===== src/rtl/core/aabt_pkg.sv =====
// shared widths, codes and control types of the angle alpha-beta tracker
package aabt_pkg;

  localparam int unsigned ANGLE_W  = 24;
  localparam int unsigned SPEED_W  = 32;
  localparam int unsigned PERIOD_W = 32;
  localparam int unsigned ALPHA_W  = 17;
  localparam int unsigned BETA_W   = 32;
  localparam int unsigned CFG_W    = 32;
  localparam int unsigned CFG_IDX_W = 2;

  // multiplier operands are 33-bit signed, only the low product bits are kept
  localparam int unsigned MUL_W  = 33;
  localparam int unsigned PROD_W = 57;

  localparam logic [PROD_W-1:0] RND_24 = PROD_W'(1) << 23;
  localparam logic [PROD_W-1:0] RND_16 = PROD_W'(1) << 15;

  localparam logic signed [SPEED_W-1:0] SPEED_MAX = {1'b0, {(SPEED_W-1){1'b1}}};
  localparam logic signed [SPEED_W-1:0] SPEED_MIN = {1'b1, {(SPEED_W-1){1'b0}}};

  localparam logic [SPEED_W-1:0]  SPEED_RST  = '0;
  localparam logic [ANGLE_W-1:0]  ANGLE_RST  = '0;
  localparam logic [PERIOD_W-1:0] PERIOD_RST = PERIOD_W'(214748);
  localparam logic [ALPHA_W-1:0]  ALPHA_RST  = '0;
  localparam logic [BETA_W-1:0]   BETA_RST   = '0;

  typedef enum logic [CFG_IDX_W-1:0] {
    CFG_SAMPLE_PERIOD    = 2'd0,
    CFG_ALPHA_GAIN       = 2'd1,
    CFG_BETA_OVER_PERIOD = 2'd2
  } aabt_cfg_idx_e;

  typedef enum logic [2:0] {
    ST_IDLE,
    ST_PRED,
    ST_ERR,
    ST_ALPHA,
    ST_BETA,
    ST_UPD
  } aabt_state_e;

  typedef enum logic [1:0] {
    MUL_PRED,
    MUL_ALPHA,
    MUL_BETA
  } aabt_mul_sel_e;

  typedef struct packed {
    logic          load_meas;
    logic          mul_en;
    aabt_mul_sel_e mul_sel;
    logic          calc_err;
    logic          calc_angle;
    logic          commit;
  } aabt_cmd_t;

  typedef struct packed {
    logic out_free;
  } aabt_status_t;

endpackage


===== src/rtl/core/aabt_datapath.sv =====
// datapath of the tracker: gain registers, state, shared multiplier, output register
module aabt_datapath import aabt_pkg::*; (
  input  logic                      clk_i,
  input  logic                      rst_ni,
  input  logic                      cfg_we_i,
  input  logic [CFG_IDX_W-1:0]      cfg_idx_i,
  input  logic [CFG_W-1:0]          cfg_data_i,
  input  logic [ANGLE_W-1:0]        meas_i,
  input  aabt_cmd_t                 cmd_i,
  output aabt_status_t              status_o,
  output logic                      out_valid_o,
  input  logic                      out_ready_i,
  output logic [ANGLE_W-1:0]        angle_o,
  output logic signed [SPEED_W-1:0] speed_o
);

  logic [PERIOD_W-1:0] period_q;
  logic [ALPHA_W-1:0]  alpha_q;
  logic [BETA_W-1:0]   beta_q;
  logic [ANGLE_W-1:0]  angle_q;
  logic signed [SPEED_W-1:0] speed_q;
  logic                out_valid_q;

  logic [ANGLE_W-1:0]  meas_q;
  logic [PROD_W-1:0]   prod_q;
  logic [ANGLE_W-1:0]  pred_q;
  logic [ANGLE_W-1:0]  err_q;
  logic [ANGLE_W-1:0]  angle_new_q;
  logic [ANGLE_W-1:0]  out_angle_q;
  logic signed [SPEED_W-1:0] out_speed_q;

  logic signed [MUL_W-1:0]   mul_a, mul_b;
  logic signed [2*MUL_W-1:0] mul_full;
  logic [47:0]               pred_sum;
  logic [ANGLE_W-1:0]        pred_d;
  logic [ANGLE_W-1:0]        err_d;
  logic [39:0]               alpha_sum;
  logic [PROD_W-1:0]         beta_sum;
  logic signed [SPEED_W:0]   speed_corr;
  logic signed [SPEED_W+1:0] speed_sum;
  logic signed [SPEED_W-1:0] speed_d;

  // operand select for the one shared multiplier
  always_comb begin
    unique case (cmd_i.mul_sel)
      MUL_PRED: begin
        mul_a = {speed_q[SPEED_W-1], speed_q};
        mul_b = {1'b0, period_q};
      end
      MUL_ALPHA: begin
        mul_a = {{(MUL_W-ANGLE_W){err_q[ANGLE_W-1]}}, err_q};
        mul_b = {{(MUL_W-ALPHA_W){1'b0}}, alpha_q};
      end
      MUL_BETA: begin
        mul_a = {{(MUL_W-ANGLE_W){err_q[ANGLE_W-1]}}, err_q};
        mul_b = {1'b0, beta_q};
      end
      default: begin
        mul_a = '0;
        mul_b = '0;
      end
    endcase
  end

  assign mul_full = mul_a * mul_b;

  // prediction: round speed times period to Q0.24, wrap
  assign pred_sum = prod_q[47:0] + RND_24[47:0];
  assign pred_d   = angle_q + pred_sum[47:24];
  assign err_d    = meas_q - pred_d;

  // angle correction rounded from Q.40
  assign alpha_sum = prod_q[39:0] + RND_16[39:0];

  // speed correction rounded from Q.40, then saturated add
  assign beta_sum   = prod_q + RND_24;
  assign speed_corr = $signed(beta_sum[PROD_W-1:24]);
  assign speed_sum  = {{2{speed_q[SPEED_W-1]}}, speed_q}
                    + {speed_corr[SPEED_W], speed_corr};

  always_comb begin
    if (speed_sum[SPEED_W+1:SPEED_W-1] == 3'b000 || speed_sum[SPEED_W+1:SPEED_W-1] == 3'b111) begin
      speed_d = speed_sum[SPEED_W-1:0];
    end else if (speed_sum[SPEED_W+1]) begin
      speed_d = SPEED_MIN;
    end else begin
      speed_d = SPEED_MAX;
    end
  end

  always_ff @(posedge clk_i or negedge rst_ni) begin
    if (!rst_ni) begin
      period_q <= PERIOD_RST;
      alpha_q  <= ALPHA_RST;
      beta_q   <= BETA_RST;
    end else if (cfg_we_i) begin
      unique case (cfg_idx_i)
        CFG_SAMPLE_PERIOD:    period_q <= cfg_data_i[PERIOD_W-1:0];
        CFG_ALPHA_GAIN:       alpha_q  <= cfg_data_i[ALPHA_W-1:0];
        CFG_BETA_OVER_PERIOD: beta_q   <= cfg_data_i[BETA_W-1:0];
        default: ;
      endcase
    end
  end

  always_ff @(posedge clk_i or negedge rst_ni) begin
    if (!rst_ni) begin
      angle_q     <= ANGLE_RST;
      speed_q     <= SPEED_RST;
      out_valid_q <= 1'b0;
    end else begin
      if (cmd_i.commit) begin
        angle_q     <= angle_new_q;
        speed_q     <= speed_d;
        out_valid_q <= 1'b1;
      end else if (out_ready_i) begin
        out_valid_q <= 1'b0;
      end
    end
  end

  always_ff @(posedge clk_i) begin
    if (cmd_i.load_meas) meas_q <= meas_i;
    if (cmd_i.mul_en) prod_q <= mul_full[PROD_W-1:0];
    if (cmd_i.calc_err) begin
      pred_q <= pred_d;
      err_q  <= err_d;
    end
    if (cmd_i.calc_angle) angle_new_q <= pred_q + alpha_sum[39:16];
    if (cmd_i.commit) begin
      out_angle_q <= angle_new_q;
      out_speed_q <= speed_d;
    end
  end

  assign status_o.out_free = !out_valid_q || out_ready_i;
  assign out_valid_o       = out_valid_q;
  assign angle_o           = out_angle_q;
  assign speed_o           = out_speed_q;

endmodule


===== config.mk =====
export PLATFORM = sky130hd
export DESIGN_NAME = aabt_datapath
export DESIGN_NICKNAME = d
export VERILOG_FILES = /design/src/rtl/core/aabt_pkg.sv /design/src/rtl/core/aabt_datapath.sv
export SDC_FILE = /design/constraint.sdc
export NUM_CORES = 2
export LEC_CHECK = 0
export ABC_AREA = 1
export CAP_MARGIN = 20
export CORE_MARGIN = 2
export CORE_UTILIZATION = 67
export DETAILED_ROUTE_END_ITERATION = 7
export DONT_BUFFER_PORTS = 1
export GPL_TIMING_DRIVEN = 1
export PLACE_DENSITY_LB_ADDON = 0.25
export SETUP_SLACK_MARGIN = 0.02
export SLEW_MARGIN = 20
export SYNTH_ARGS = -nofsm -noshare
export SYNTH_HDL_FRONTEND = slang
export SYNTH_SLANG_ARGS = --single-unit

===== constraint.sdc =====
create_clock -name clk_i -period 9.1 [get_ports clk_i]
set_input_delay 0.91 -clock clk_i [delete_from_list [all_inputs] [get_ports clk_i]]
set_output_delay 0.91 -clock clk_i [all_outputs]
set_load 0.05 [all_outputs]

==> summary.md <==
| Metric | Value |
|---|---|
| Worst r2r src | speed_q[31] |
| Root buffer cell | clkbuf_16 |
| DR WL/cell | ~25 um |
| CP bufs+invs | 11 |
| Area after DPL | 0.05647 sq mm |
| Via-to-Cell Ratio | between 5 and 6 |
| M1 GR Usage | 0.6172 |
| Worst-Skew Late Latency | 0.56 ns |
| Syn Area/Cell | 8.365 sq um |
| Commonest cells in the netlist | inv_1 (1426), nand2_1 (1297), fa_1 (993) |
| Largest cells by area after synthesis | fa_1 (37%), edfxtp_1 (11%), inv_1 (10%) |
| Synth area leader | fa_1 |
| Crit start category | primary input |
| Critical Path RT | 9.41 ns |
| Cell repeated most along the worst path | fa_1 |
| Storage cell area | 0.009291 sq mm |
| Total number of vias | ~45000 |
| Status | finished, final reports clean |
| Reg2reg setup slack | 0.26 ns |
| Post-synth cell types | 52 |
| CP Capture Type | register |
| Critical-path top delay cell | fa_1 |
| Final Hold Vio Count | 0 |
| Multi-input logic area | 0.03755 sq mm |
| CTS tree | built |
| CTS sink count | 332 |
| RSZ-0062 raised after global routing | no |
| Vias in the first global route | 46597 |
| Post-Syn Nets | 7698 |
| Largest net degree at the start of global routing | 139 |
| Iter 0 DRT Violations | ~5400 |
| # Max-Cap Violations | 0 |
| Starting Density | 0.6756 |
| Worst Tran Pin Value | roughly 1.1 ns |
| Total Routing Usage GR | 0.4679 |
| Layout cells sized above 1 | 0.07749 |
| # fillers | 5964 |
| Async set-or-reset flop fraction in the synthesized netlist | 0.4157 |
| Die Width | between 200 and 300 um |
| CP top delay family | adder cells |
| Crit path kind | in -> reg |
| RePlAce Congestion | 1.121 |
| Design area | 0.05758 sq mm |
| # hold bufs at CTS | 0 |
| Synth warn | 0 |
| Min Tclk post-route | 8.931 ns |
| Ys flop type | edfxtp_1 |
| Register bit total from synthesis | 332 |
| Clock Skew | 0.01626 ns |
| # port buffers | 0 |
| Worst r2r dst | prod_q[49] |
| Drt drc | 0 |
| Worst hold path class | in -> async |
| Dpl hpwl | 156.3 mm |
| Initial antenna violation count | 4 |
| Post-route ant nets | 0 |
| Die H | 285.8 um |
| Post-cts repair resize count | 0 |
| Met3 usage | 0.1622 |
| Final slew viol count | 0 |
| # nets final | 7868 |
| H-tree depth | 2 |
| Reg clk slew, reported paths | 0.07 ns |
| P&R area growth vs syn | 8.239% |
| Post-CTS Setup Bufs | 0 |
| Rows | 103 |
| First-pass GRT wire length | 280.9 mm |
| M2 GR Usage | 0.6758 |
| Cells after synthesis | 6360 |
| Top-area cell type share of the netlist area | 0.3737 |
| Highest clock rate | roughly 0.11 GHz |
| CP Max Fanout | 5 |
| Number of synthesized flops with an enable pin | between 150 and 200 |
| CORE AREA | 0.07874 sq mm |
| Clk buf depth | 3 |
| Delay of the slowest cell on the worst path | 0.63 ns |
| Drt pass-1 iters | 8 |
| Grt total ovfl | 0 |
| Mapped Area | 0.05320 sq mm |
| Busiest layer in global routing | met2 |
| Final Cycle Share | 0.9815 |
| Cts bufs inserted | 34 |
| DRT Wirelength | 187.4 mm |
| Sequential element share of the synthesized area | 0.1746 |
| Rel. slew slack | 0.2726 |
| Top-count cell post-synth | inv_1 |
| Die area | 0.08168 sq mm |
| Crit path DAT | 9.24 ns |
| Worst R2R Path Depth | 28 |
| Io pins | 127 |
| # setup viols final | 0 |
## final cells by class
| type | instances | share of cell area |
|---|---|---|
| multi-input cells | 4378 | 0.6520 |
| flip-flops and latches | 332 | 0.1614 |
| inverters | 1454 | 0.09484 |
| repair buffers | 330 | 0.05019 |
| well taps | 1050 | 0.02281 |
| clock buffers | 39 | 0.01564 |
| clock inverters | 23 | 0.003042 |
| diodes | 2 | 0.00008691 |
## sequential cells by signal, summed over array words and instances, names as in the netlist
name and count:
angle_new_q 24, angle_o 24, meas_q 24, out_valid_o 1, speed_q 32, err_q 24, beta_q 32, alpha_q 17
speed_o 32, angle_q 24, pred_q 24, period_q 32, prod_q 42
## through the flow
stage	hold slack, ns	setup slack, ns	utilization	setup TNS (ns)	instances
after floorplan	0.4268	0.4536	-	0	6360
after global placement	0.4321	-0.1822	0.7172	-0.3687	7544
after detailed placement	0.4421	-0.2993	0.7172	-1.583	7544
after CTS	0.03936	0.2510	0.7309	0	7606
after global routing	0.03929	0.02374	0.7312	0	7606
final	0.05645	0.1687	0.7313	0	7608
## worst max path at each step
stage             start    endpoint  depth (start not counted)
2_1_floorplan  cmd_i[3]  prod_q[56]                         35
3_3_place_gp   cmd_i[3]  prod_q[49]                         30
3_5_place_dp   cmd_i[3]  prod_q[49]                         30
4_1_cts        cmd_i[3]  prod_q[49]                         30
5_1_grt        cmd_i[3]  prod_q[49]                         30
6_report       cmd_i[3]  prod_q[49]                         30
## layout by cell type (no fill, tap or decap), types with 6 or more instances in the layout
cell type,n
inv_2,17
a22o_1,28
nand2_2,38
nand2_4,25
clkinv_1,16
nor2_2,8
clkbuf_16,35
xnor2_1,44
a21boi_0,10
nor3_1,33
and3_1,7
a21oi_1,177
inv_1,1426
dfrtp_1,128
a21o_1,18
nand3_1,116
nor2_1,884
a21oi_2,6
nand3b_1,7
nand4_1,31
o21bai_1,27
ha_1,275
xor2_1,129
nor4_1,6
o21ai_0,165
fa_1,993
edfxtp_1,194
nand2_1,1297
dfstp_2,10
a31oi_1,11
buf_4,297
buf_12,33
## layer usage
layer  up-vias  routed length [um]
li1      19142                   -
met2      3197               77990
met5         -                  11
met1     21943               67990
met4         2               14240
met3       726               27220
## kinds of logic (layout without fill, tap and decap cells)
| group | count (synthesis) | after routing | synth area share |
|---|---|---|---|
| buffers and inverters | 1650 | 1846 | 0.1205 |
| AO/OA/AOI/OAI | 462 | 462 | 0.04965 |
| other | 0 | 2 | 0 |
| adder cells (fa/ha/maj) | 1269 | 1269 | 0.4386 |
| flip-flops | 332 | 332 | 0.1746 |
| multiplexers | 1 | 1 | 0.0001882 |
| XOR/XNOR | 173 | 173 | 0.02848 |
| AND/OR/NAND/NOR | 2473 | 2473 | 0.1880 |
Power is not shown: default switching activity piles up to over one toggle a cycle in this logic, so the estimate is an artifact.
