`src/rtl/core/aabt_pkg.sv`:
```
// shared widths, codes and control types of the angle alpha-beta tracker
package aabt_pkg;

  localparam int unsigned ANGLE_W  = 24;
  localparam int unsigned SPEED_W  = 32;
  localparam int unsigned PERIOD_W = 32;
  localparam int unsigned ALPHA_W  = 17;
  localparam int unsigned BETA_W   = 32;
  localparam int unsigned CFG_W    = 32;
  localparam int unsigned CFG_IDX_W = 2;

  // multiplier operands are 33-bit signed, only the low product bits are kept
  localparam int unsigned MUL_W  = 33;
  localparam int unsigned PROD_W = 57;

  localparam logic [PROD_W-1:0] RND_24 = PROD_W'(1) << 23;
  localparam logic [PROD_W-1:0] RND_16 = PROD_W'(1) << 15;

  localparam logic signed [SPEED_W-1:0] SPEED_MAX = {1'b0, {(SPEED_W-1){1'b1}}};
  localparam logic signed [SPEED_W-1:0] SPEED_MIN = {1'b1, {(SPEED_W-1){1'b0}}};

  localparam logic [SPEED_W-1:0]  SPEED_RST  = '0;
  localparam logic [ANGLE_W-1:0]  ANGLE_RST  = '0;
  localparam logic [PERIOD_W-1:0] PERIOD_RST = PERIOD_W'(214748);
  localparam logic [ALPHA_W-1:0]  ALPHA_RST  = '0;
  localparam logic [BETA_W-1:0]   BETA_RST   = '0;

  typedef enum logic [CFG_IDX_W-1:0] {
    CFG_SAMPLE_PERIOD    = 2'd0,
    CFG_ALPHA_GAIN       = 2'd1,
    CFG_BETA_OVER_PERIOD = 2'd2
  } aabt_cfg_idx_e;

  typedef enum logic [2:0] {
    ST_IDLE,
    ST_PRED,
    ST_ERR,
    ST_ALPHA,
    ST_BETA,
    ST_UPD
  } aabt_state_e;

  typedef enum logic [1:0] {
    MUL_PRED,
    MUL_ALPHA,
    MUL_BETA
  } aabt_mul_sel_e;

  typedef struct packed {
    logic          load_meas;
    logic          mul_en;
    aabt_mul_sel_e mul_sel;
    logic          calc_err;
    logic          calc_angle;
    logic          commit;
  } aabt_cmd_t;

  typedef struct packed {
    logic out_free;
  } aabt_status_t;

endpackage

```
`src/rtl/core/aabt_ctrl.sv`:
```
// sequencer of the tracker: steps one item through the shared multiplier
module aabt_ctrl import aabt_pkg::*; (
  input  logic         clk_i,
  input  logic         rst_ni,
  input  logic         in_valid_i,
  output logic         in_ready_o,
  input  aabt_status_t status_i,
  output aabt_cmd_t    cmd_o
);

  aabt_state_e state_q, state_d;

  always_ff @(posedge clk_i or negedge rst_ni) begin
    if (!rst_ni) begin
      state_q <= ST_IDLE;
    end else begin
      state_q <= state_d;
    end
  end

  always_comb begin
    state_d = state_q;
    unique case (state_q)
      ST_IDLE:  if (in_valid_i) state_d = ST_PRED;
      ST_PRED:  state_d = ST_ERR;
      ST_ERR:   state_d = ST_ALPHA;
      ST_ALPHA: state_d = ST_BETA;
      ST_BETA:  state_d = ST_UPD;
      ST_UPD:   if (status_i.out_free) state_d = ST_IDLE;
      default:  state_d = ST_IDLE;
    endcase
  end

  always_comb begin
    cmd_o      = '0;
    in_ready_o = 1'b0;
    unique case (state_q)
      ST_IDLE: begin
        in_ready_o      = 1'b1;
        cmd_o.load_meas = in_valid_i;
      end
      ST_PRED: begin
        cmd_o.mul_en  = 1'b1;
        cmd_o.mul_sel = MUL_PRED;
      end
      ST_ERR: begin
        cmd_o.calc_err = 1'b1;
      end
      ST_ALPHA: begin
        cmd_o.mul_en  = 1'b1;
        cmd_o.mul_sel = MUL_ALPHA;
      end
      ST_BETA: begin
        cmd_o.mul_en     = 1'b1;
        cmd_o.mul_sel    = MUL_BETA;
        cmd_o.calc_angle = 1'b1;
      end
      ST_UPD: begin
        cmd_o.commit = status_i.out_free;
      end
      default: begin
        cmd_o = '0;
      end
    endcase
  end

endmodule

```
`config.mk`:
```
export PLATFORM = sky130hd
export DESIGN_NAME = aabt_ctrl
export DESIGN_NICKNAME = d
export VERILOG_FILES = /design/src/rtl/core/aabt_pkg.sv /design/src/rtl/core/aabt_ctrl.sv
export SDC_FILE = /design/constraint.sdc
export NUM_CORES = 1
export LEC_CHECK = 0
export BUFFER_PORTS_ARGS = -buffer_cell sky130_fd_sc_hd__buf_2
export CAP_MARGIN = 20
export CORE_AREA = 2 2 39 41
export CTS_CLUSTER_DIAMETER = 120
export CTS_CLUSTER_SIZE = 25
export DETAILED_ROUTE_END_ITERATION = 10
export DIE_AREA = 0 0 41 43
export PLACE_DENSITY = 0.39
export SLEW_MARGIN = 20
export SYNTH_ARGS = -nofsm -noshare
export SYNTH_HDL_FRONTEND = slang
export SYNTH_SLANG_ARGS = --single-unit
```
`constraint.sdc`:
```
create_clock -name clk_i -period 1.3 [get_ports clk_i]
set_clock_uncertainty 0.1 [all_clocks]
set_input_delay 0.26 -clock clk_i [delete_from_list [all_inputs] [get_ports clk_i]]
set_output_delay 0.26 -clock clk_i [all_outputs]
set_load 0.05 [all_outputs]
```
==> qor.log, run 1 <==
INFO  timing         grt_setup_unrepaired=true
INFO  timing         post-route-worst-setup-slack=-0.266ns
INFO  clock_tree     ctsRootBufferMaster=clkbuf_4
INFO  setup_path     peak_per_stage_delay_on_the_critical_path=0.46ns
INFO  detailed_routing dr.pass1.iters=1
INFO  logic_synthesis yosys_warnings=0
INFO  placement      place_ws=-0.229ns
INFO  floorplan      ios=12
INFO  logic_synthesis postSynth.asyncResetShare=100%
INFO  logic_synthesis number_of_unique_standard_cell_types_used_by_synthesis=15
INFO  logic_synthesis synth.avg_cell_area=8.99um^2
INFO  grt            initial_antenna_violation_count=0
INFO  detailed_routing first_iter_violations=0
INFO  floorplan      rows=14
INFO  logic_synthesis synth_commonest_cells=3 x dfrtp_1, 3 x nor2_1, 2 x buf_4, 2 x nand2b_1, 2 x nor3_1
INFO  layout         areaGrowthSynthToFinish=120%
INFO  layout         layout_top_registers=state_q x3
INFO  grt            grt_residual_overflow=0
INFO  setup_path     setup.worst_path.end_class=output port
INFO  clock_tree     clk_latency=0.24ns
INFO  layout         largest_register_ffs=3
INFO  layout         final_util=31.5%
INFO  detailed_routing drt_wl_total=507um
INFO  timing         maxSlewViolCount=0
INFO  run_status     failing_checks=negative setup slack
INFO  setup_path     worstPathCellList=nor3_4 > and2_4 > buf_8
INFO  run_status     status=complete, but fails checks
INFO  placement      io_port_bufs=11
INFO  setup_path     critical_path_required=0.94ns
INFO  timing         worst_slew_margin_rel=82.0%
INFO  timing         final_hold_viol_count=0
INFO  floorplan      initial_core_util=14.3%
INFO  setup_path     cp_max_fo=7
INFO  clock_tree     cts_num_sinks=3
INFO  logic_synthesis synth-edff-count=0
INFO  logic_synthesis synth_seq_area_share=38.0%
INFO  grt            grt_usage=7.75%
INFO  timing         timing_worst_slew_pin_value=0.269ns
INFO  detailed_routing route.detailed.wl_per_inst=8.74um
INFO  grt            grt_pass1_wl=786um
INFO  logic_synthesis synth_top_area_share=38.0%
INFO  setup_path     critical_path.startpoint_type=flip-flop
INFO  detailed_routing ant_nets=0
INFO  grt            vias_in_the_first_global_route=214
INFO  logic_synthesis synth_largest_area_cell=dfrtp_1
INFO  detailed_routing via_density=3.69
INFO  clock_tree     clkTransAtPathRegs=0.04ns
INFO  timing         fin_crit=1.57ns
INFO  layout         diode_count=0
INFO  setup_path     arrival_time_of_data_at_the_critical_path_endpoint=1.21ns
INFO  run            max_cap_viol_count=0
INFO  setup_path     worstSetupPathType=flip-flop to output port
INFO  clock_tree     htreeDepth=1
INFO  floorplan      die_area=0.00176mm^2
INFO  layout         num-nets-final=47
INFO  logic_synthesis ys_seq_elements=3
INFO  clock_tree     tritoncts.num_buffers=3
INFO  detailed_routing drc=0
INFO  layout         final_layout_size_suffix_gt1_share=73.8%
INFO  logic_synthesis syn_nets=26
INFO  setup_path     critPathSlowestCell=dfrtp_2
INFO  layout         largest_register=state_q
INFO  grt            grt_max_degree=8
INFO  timing         timing.fmax=638MHz
INFO  clock_tree     tritoncts=built
INFO  logic_synthesis postSynth.topFlopCell=dfrtp_1
INFO  logic_synthesis ys_top_cells_by_area=dfrtp_1 38%, buf_4 7.6%, nand2b_1 6.3%
INFO  timing         layout_worst_path_cycle_share=120%
INFO  logic_synthesis post_synthesis_cell_area=198um^2
INFO  floorplan      core=0.00138mm^2
INFO  clock_tree     max-clock-path-buffers=2
INFO  timing         timing.final.setup_violations=8
INFO  hold_path      min-delay-path-class=primary input to flip-flop
INFO  floorplan      floorplan.die.width=41um
INFO  detailed_routing via_count=214
INFO  floorplan      fp.dieH=43um
INFO  logic_synthesis synth_cells=22
INFO  placement      gp_congestion=0.736
## worst paths after layout
check / slack (ns) / startpoint / endpoint / depth (start not counted)
max reg2reg: 0.14 / state_q[1] / state_q[0] / 3
max in group asynchronous: 0.74 / rst_ni / state_q[0] / 2
max: -0.27 / state_q[2] / cmd_o[6] / 3
min: 0.22 / status_i / state_q[0] / 3
min in group asynchronous: 0.24 / rst_ni / state_q[2] / 2
min reg2reg: 0.54 / state_q[2] / state_q[2] / 1
## per-layer routing
layer	vias to the layer above	GRT usage, %	wire length (um)
li1	112	-	-
met4	0	12.0	0
met5	-	0	0
met2	7	10.0	281
met3	0	3.14	18
met1	95	6.82	207
## metrics by stage
stage	cells	setup TNS, ns	area [um^2]	hold WS (ns)
global placement	52	-0.889	332	-0.0441
floorplan	22	-1.54	239	-0.136
finish	58	-1.78	435	0.224
global route	58	-2.10	435	0.248
CTS	58	-1.90	428	0.224
detailed placement	52	-1.03	332	-0.0449
## repair_timing
action	in CTS	in global routing
resized for setup	18	2
hold buffers	1	0
hold endpoints to repair	3	0
buffers inserted	1	0
gates cloned	0	0
pin swaps	2	0
setup endpoints to repair	8	8
## cell families (layout without fill, tap and decap cells)
| logic type | after synthesis | in the layout | share of synthesized area, % |
|---|---|---|---|
| buf+inv | 4 | 24 | 12.0 |
| simple gates | 11 | 11 | 31.6 |
| mux | 1 | 1 | 5.06 |
| compound gates | 2 | 2 | 8.86 |
| xor+xnor | 1 | 1 | 4.43 |
| flops | 3 | 3 | 38.0 |
## placed cells by master, fill, tap and decap left out
| master | n |
|---|---|
| and3b_2 | 1 |
| a221oi_1 | 1 |
| and2_4 | 1 |
| dfrtp_2 | 2 |
| nor3_4 | 1 |
| dfrtp_1 | 1 |
| nand2b_1 | 1 |
| xnor2_1 | 1 |
| nand2b_2 | 1 |
| a31o_1 | 1 |
| buf_8 | 3 |
| buf_2 | 4 |
| clkbuf_1 | 1 |
| buf_6 | 4 |
| clkbuf_4 | 3 |
| nor2_4 | 2 |
| dlygate4sd3_1 | 1 |
| mux2i_2 | 1 |
| buf_4 | 7 |
| nand2_1 | 1 |
| nor3_2 | 1 |
| inv_1 | 1 |
| nor2_1 | 1 |
| nor3_1 | 1 |
## worst max-delay path: cells and delay by family (launching register included)
kind                   cells  cell delay [ns]
and+or+nand+nor            2             0.38
buffers and inverters      1             0.13
DFF                        1             0.46
## cell type report
class | count | area, um^2
Inverter | 1 | 3.75
Timing Repair Buffer | 19 | 173
Clock buffer | 4 | 26.3
Multi-Input combinational cell | 15 | 135
Sequential cell | 3 | 77.6
Tap cell | 16 | 20.0
Fill cell | 150 | 948
Power of run 1 is not shown: default switching activity piles up to over one toggle a cycle in this logic, so the estimate is an artifact.
==> run 2: changes to the inputs <==
--- a/config.mk
+++ b/config.mk
@@ -5,6 +5,7 @@
 export SDC_FILE = /design/constraint.sdc
 export NUM_CORES = 1
 export LEC_CHECK = 0
+export ABC_CLOCK_PERIOD_IN_PS = 1300
 export BUFFER_PORTS_ARGS = -buffer_cell sky130_fd_sc_hd__buf_2
 export CAP_MARGIN = 20
 export CORE_AREA = 2 2 39 41
@@ -12,7 +13,7 @@
 export CTS_CLUSTER_SIZE = 25
 export DETAILED_ROUTE_END_ITERATION = 10
 export DIE_AREA = 0 0 41 43
-export PLACE_DENSITY = 0.39
+export PLACE_DENSITY = 0.44
 export SLEW_MARGIN = 20
 export SYNTH_ARGS = -nofsm -noshare
 export SYNTH_HDL_FRONTEND = slang
==> run 2 against run 1 <==
Compared with the run above: first-iteration DRC count up 1; die area unchanged; worst hold slack worse by 0.015 ns; the run still ends with negative setup slack left; via count up 18%; non-clock buffer count up 6; setup slack worse by 0.040 ns.
==> qor.log, run 2 (synthesis gave the netlist of run 1 again) <==
INFO  floorplan      initial_core_util=14.3% [unchanged]
INFO  setup_path     critical_path.startpoint_type=flip-flop [unchanged]
INFO  grt            initial_antenna_violation_count=0 [unchanged]
INFO  layout         largest_register_ffs=3 [unchanged]
INFO  layout         post_route_cell_area=487um^2 [was 435 um^2]
INFO  run_status     status=complete, but fails checks [unchanged]
INFO  timing         timing_worst_slew_pin_value=0.225ns [was 0.269 ns]
INFO  clock_tree     clk_latency=0.24ns [about the same]
INFO  layout         layout_top_registers=state_q x3 [unchanged]
INFO  placement      detailed_place.area=354um^2 [was 332 um^2]
INFO  layout         largest_register=state_q [unchanged]
INFO  layout         final_layout_size_suffix_gt1_share=77.1% [was 73.8%]
INFO  grt            grt_pass1_wl=862um [was 786 um]
INFO  detailed_routing via_count=252 [was 214]
INFO  detailed_routing via_density=3.94 [was 3.69]
INFO  run_status     failing_checks=negative setup slack [unchanged]
INFO  layout         areaGrowthSynthToFinish=146% [was 120%]
INFO  timing         post-route-worst-setup-slack=-0.306ns [was -0.266 ns]
INFO  setup_path     cp_max_fo=3 [was 7]
INFO  floorplan      core=0.00138mm^2 [unchanged]
INFO  setup_path     critical_path_required=0.94ns [about the same]
INFO  clock_tree     clkTransAtPathRegs=0.04ns [about the same]
INFO  timing         layout_worst_path_cycle_share=124% [was 120%]
INFO  timing         maxSlewViolCount=0 [unchanged]
INFO  grt            grt_usage=8.25% [was 7.75%]
INFO  detailed_routing drc=0 [unchanged]
INFO  hold_path      min-delay-path-class=primary input to flip-flop [unchanged]
INFO  clock_tree     tritoncts.num_buffers=3 [unchanged]
INFO  clock_tree     cts_num_sinks=3 [unchanged]
INFO  run            max_cap_viol_count=0 [unchanged]
INFO  grt            grt_residual_overflow=0 [unchanged]
INFO  timing         timing.final.setup_violations=8 [unchanged]
INFO  timing         timing.setup.tns=-1.92ns [was -1.78 ns]
INFO  floorplan      ios=12 [unchanged]
INFO  placement      gp_congestion=0.712 [was 0.736]
INFO  placement      dp_hpwl=434um
INFO  timing         grt_setup_unrepaired=true [unchanged]
INFO  layout         num-nets-final=53 [was 47]
INFO  placement      io_port_bufs=11 [unchanged]
INFO  detailed_routing dr.pass1.iters=3 [was 1]
INFO  setup_path     arrival_time_of_data_at_the_critical_path_endpoint=1.25ns [was 1.21 ns]
INFO  floorplan      rows=14 [unchanged]
INFO  layout         final.fill_count=146 [was 150]
INFO  grt            grt_max_degree=8 [unchanged]
INFO  layout         final_common_cell=buf_4 [unchanged]
INFO  grt            vias_in_the_first_global_route=222 [was 214]
INFO  clock_tree     htreeDepth=1 [unchanged]
INFO  clock_tree     max-clock-path-buffers=2 [unchanged]
INFO  timing         timing.fmax=623MHz [was 638 MHz]
INFO  setup_path     setup.worst_path.end_class=output port [unchanged]
INFO  timing         worst_slew_margin_rel=85.0% [was 82.0%]
INFO  floorplan      die_area=0.00176mm^2 [unchanged]
INFO  detailed_routing route.detailed.wl_per_inst=9.02um [was 8.74 um]
INFO  floorplan      floorplan.die.width=41um [unchanged]
INFO  clock_tree     ctsRootBufferMaster=clkbuf_4 [unchanged]
INFO  layout         final_cell_mix=12 x buf_4, 7 x buf_6, 3 x clkbuf_4, 3 x buf_2 [was 7 x buf_4, 4 x buf_2, 4 x buf_6, 3 x clkbuf_4, 3 x buf_8]
INFO  timing         fin_crit=1.61ns [was 1.57 ns]
INFO  layout         diode_count=0 [unchanged]
INFO  setup_path     worstSetupPathType=flip-flop to output port [unchanged]
INFO  detailed_routing ant_nets=0 [unchanged]
INFO  detailed_routing drt_wl_total=577um [was 507 um]
INFO  timing         final_hold_viol_count=0 [unchanged]
INFO  clock_tree     tritoncts=built [unchanged]
INFO  detailed_routing first_iter_violations=1 [was 0]
INFO  floorplan      fp.dieH=43um [unchanged]
-- run 2: timing repair --
action | 4_1_cts | 5_1_grt
cloned | 0 | 0
endpoints found under the hold margin | 3 | 0
hold buffers | 1 | 0
resized for setup | 18 | 5
pin swaps | 2 | 0
endpoints found under the setup margin | 9 | 8
setup buffers | 1 | 3
-- run 2: cell type report --
cell class	instances	area [um^2]	share of cell area [%]
clock buffers	4	26.3	5.40
inverters	1	3.75	0.771
multi-input cells	15	135	27.8
flip-flops and latches	3	77.6	15.9
well taps	16	20.0	4.11
repair buffers	25	224	46.0
-- run 2: critical path: stages (launching register included) --
cell and delay, ns:
dfrtp_1 0.39, nand2b_2 0.24, mux2i_2 0.19, buf_6 0.18
-- run 2: final timing paths --
kind	start	endpoint	slack (ns)	cells past startpoint
max reg2reg	state_q[2]	state_q[0]	0.10	3
max	state_q[1]	cmd_o[5]	-0.31	3
min	status_i	state_q[0]	0.21	3
min in group asynchronous	rst_ni	state_q[0]	0.24	2
min reg2reg	state_q[2]	state_q[1]	0.52	2
max in group asynchronous	rst_ni	state_q[2]	0.74	2
-- run 2: metrics by stage --
stage                     worst slack, ns  utilization [%]  hold slack, ns  std cells
after floorplan                    -0.385                -          -0.136         22
after global placement             -0.186             25.6         -0.0409         55
after detailed placement           -0.210             25.6         -0.0423         55
after CTS                          -0.303             32.5           0.210         61
after global routing               -0.360             35.2           0.238         64
final                              -0.306             35.2           0.209         64
-- run 2: layer usage --
layer  global-route usage [%]  part of all wire [%]  vias to the layer above
met1                     6.80                    38                      121
met3                     3.14                   2.1                        2
met5                        0                     0                        -
met4                     10.0                   3.8                        0
li1                         -                     -                      124
met2                     12.5                    56                        5
Power of run 2 is left out for the same reason.
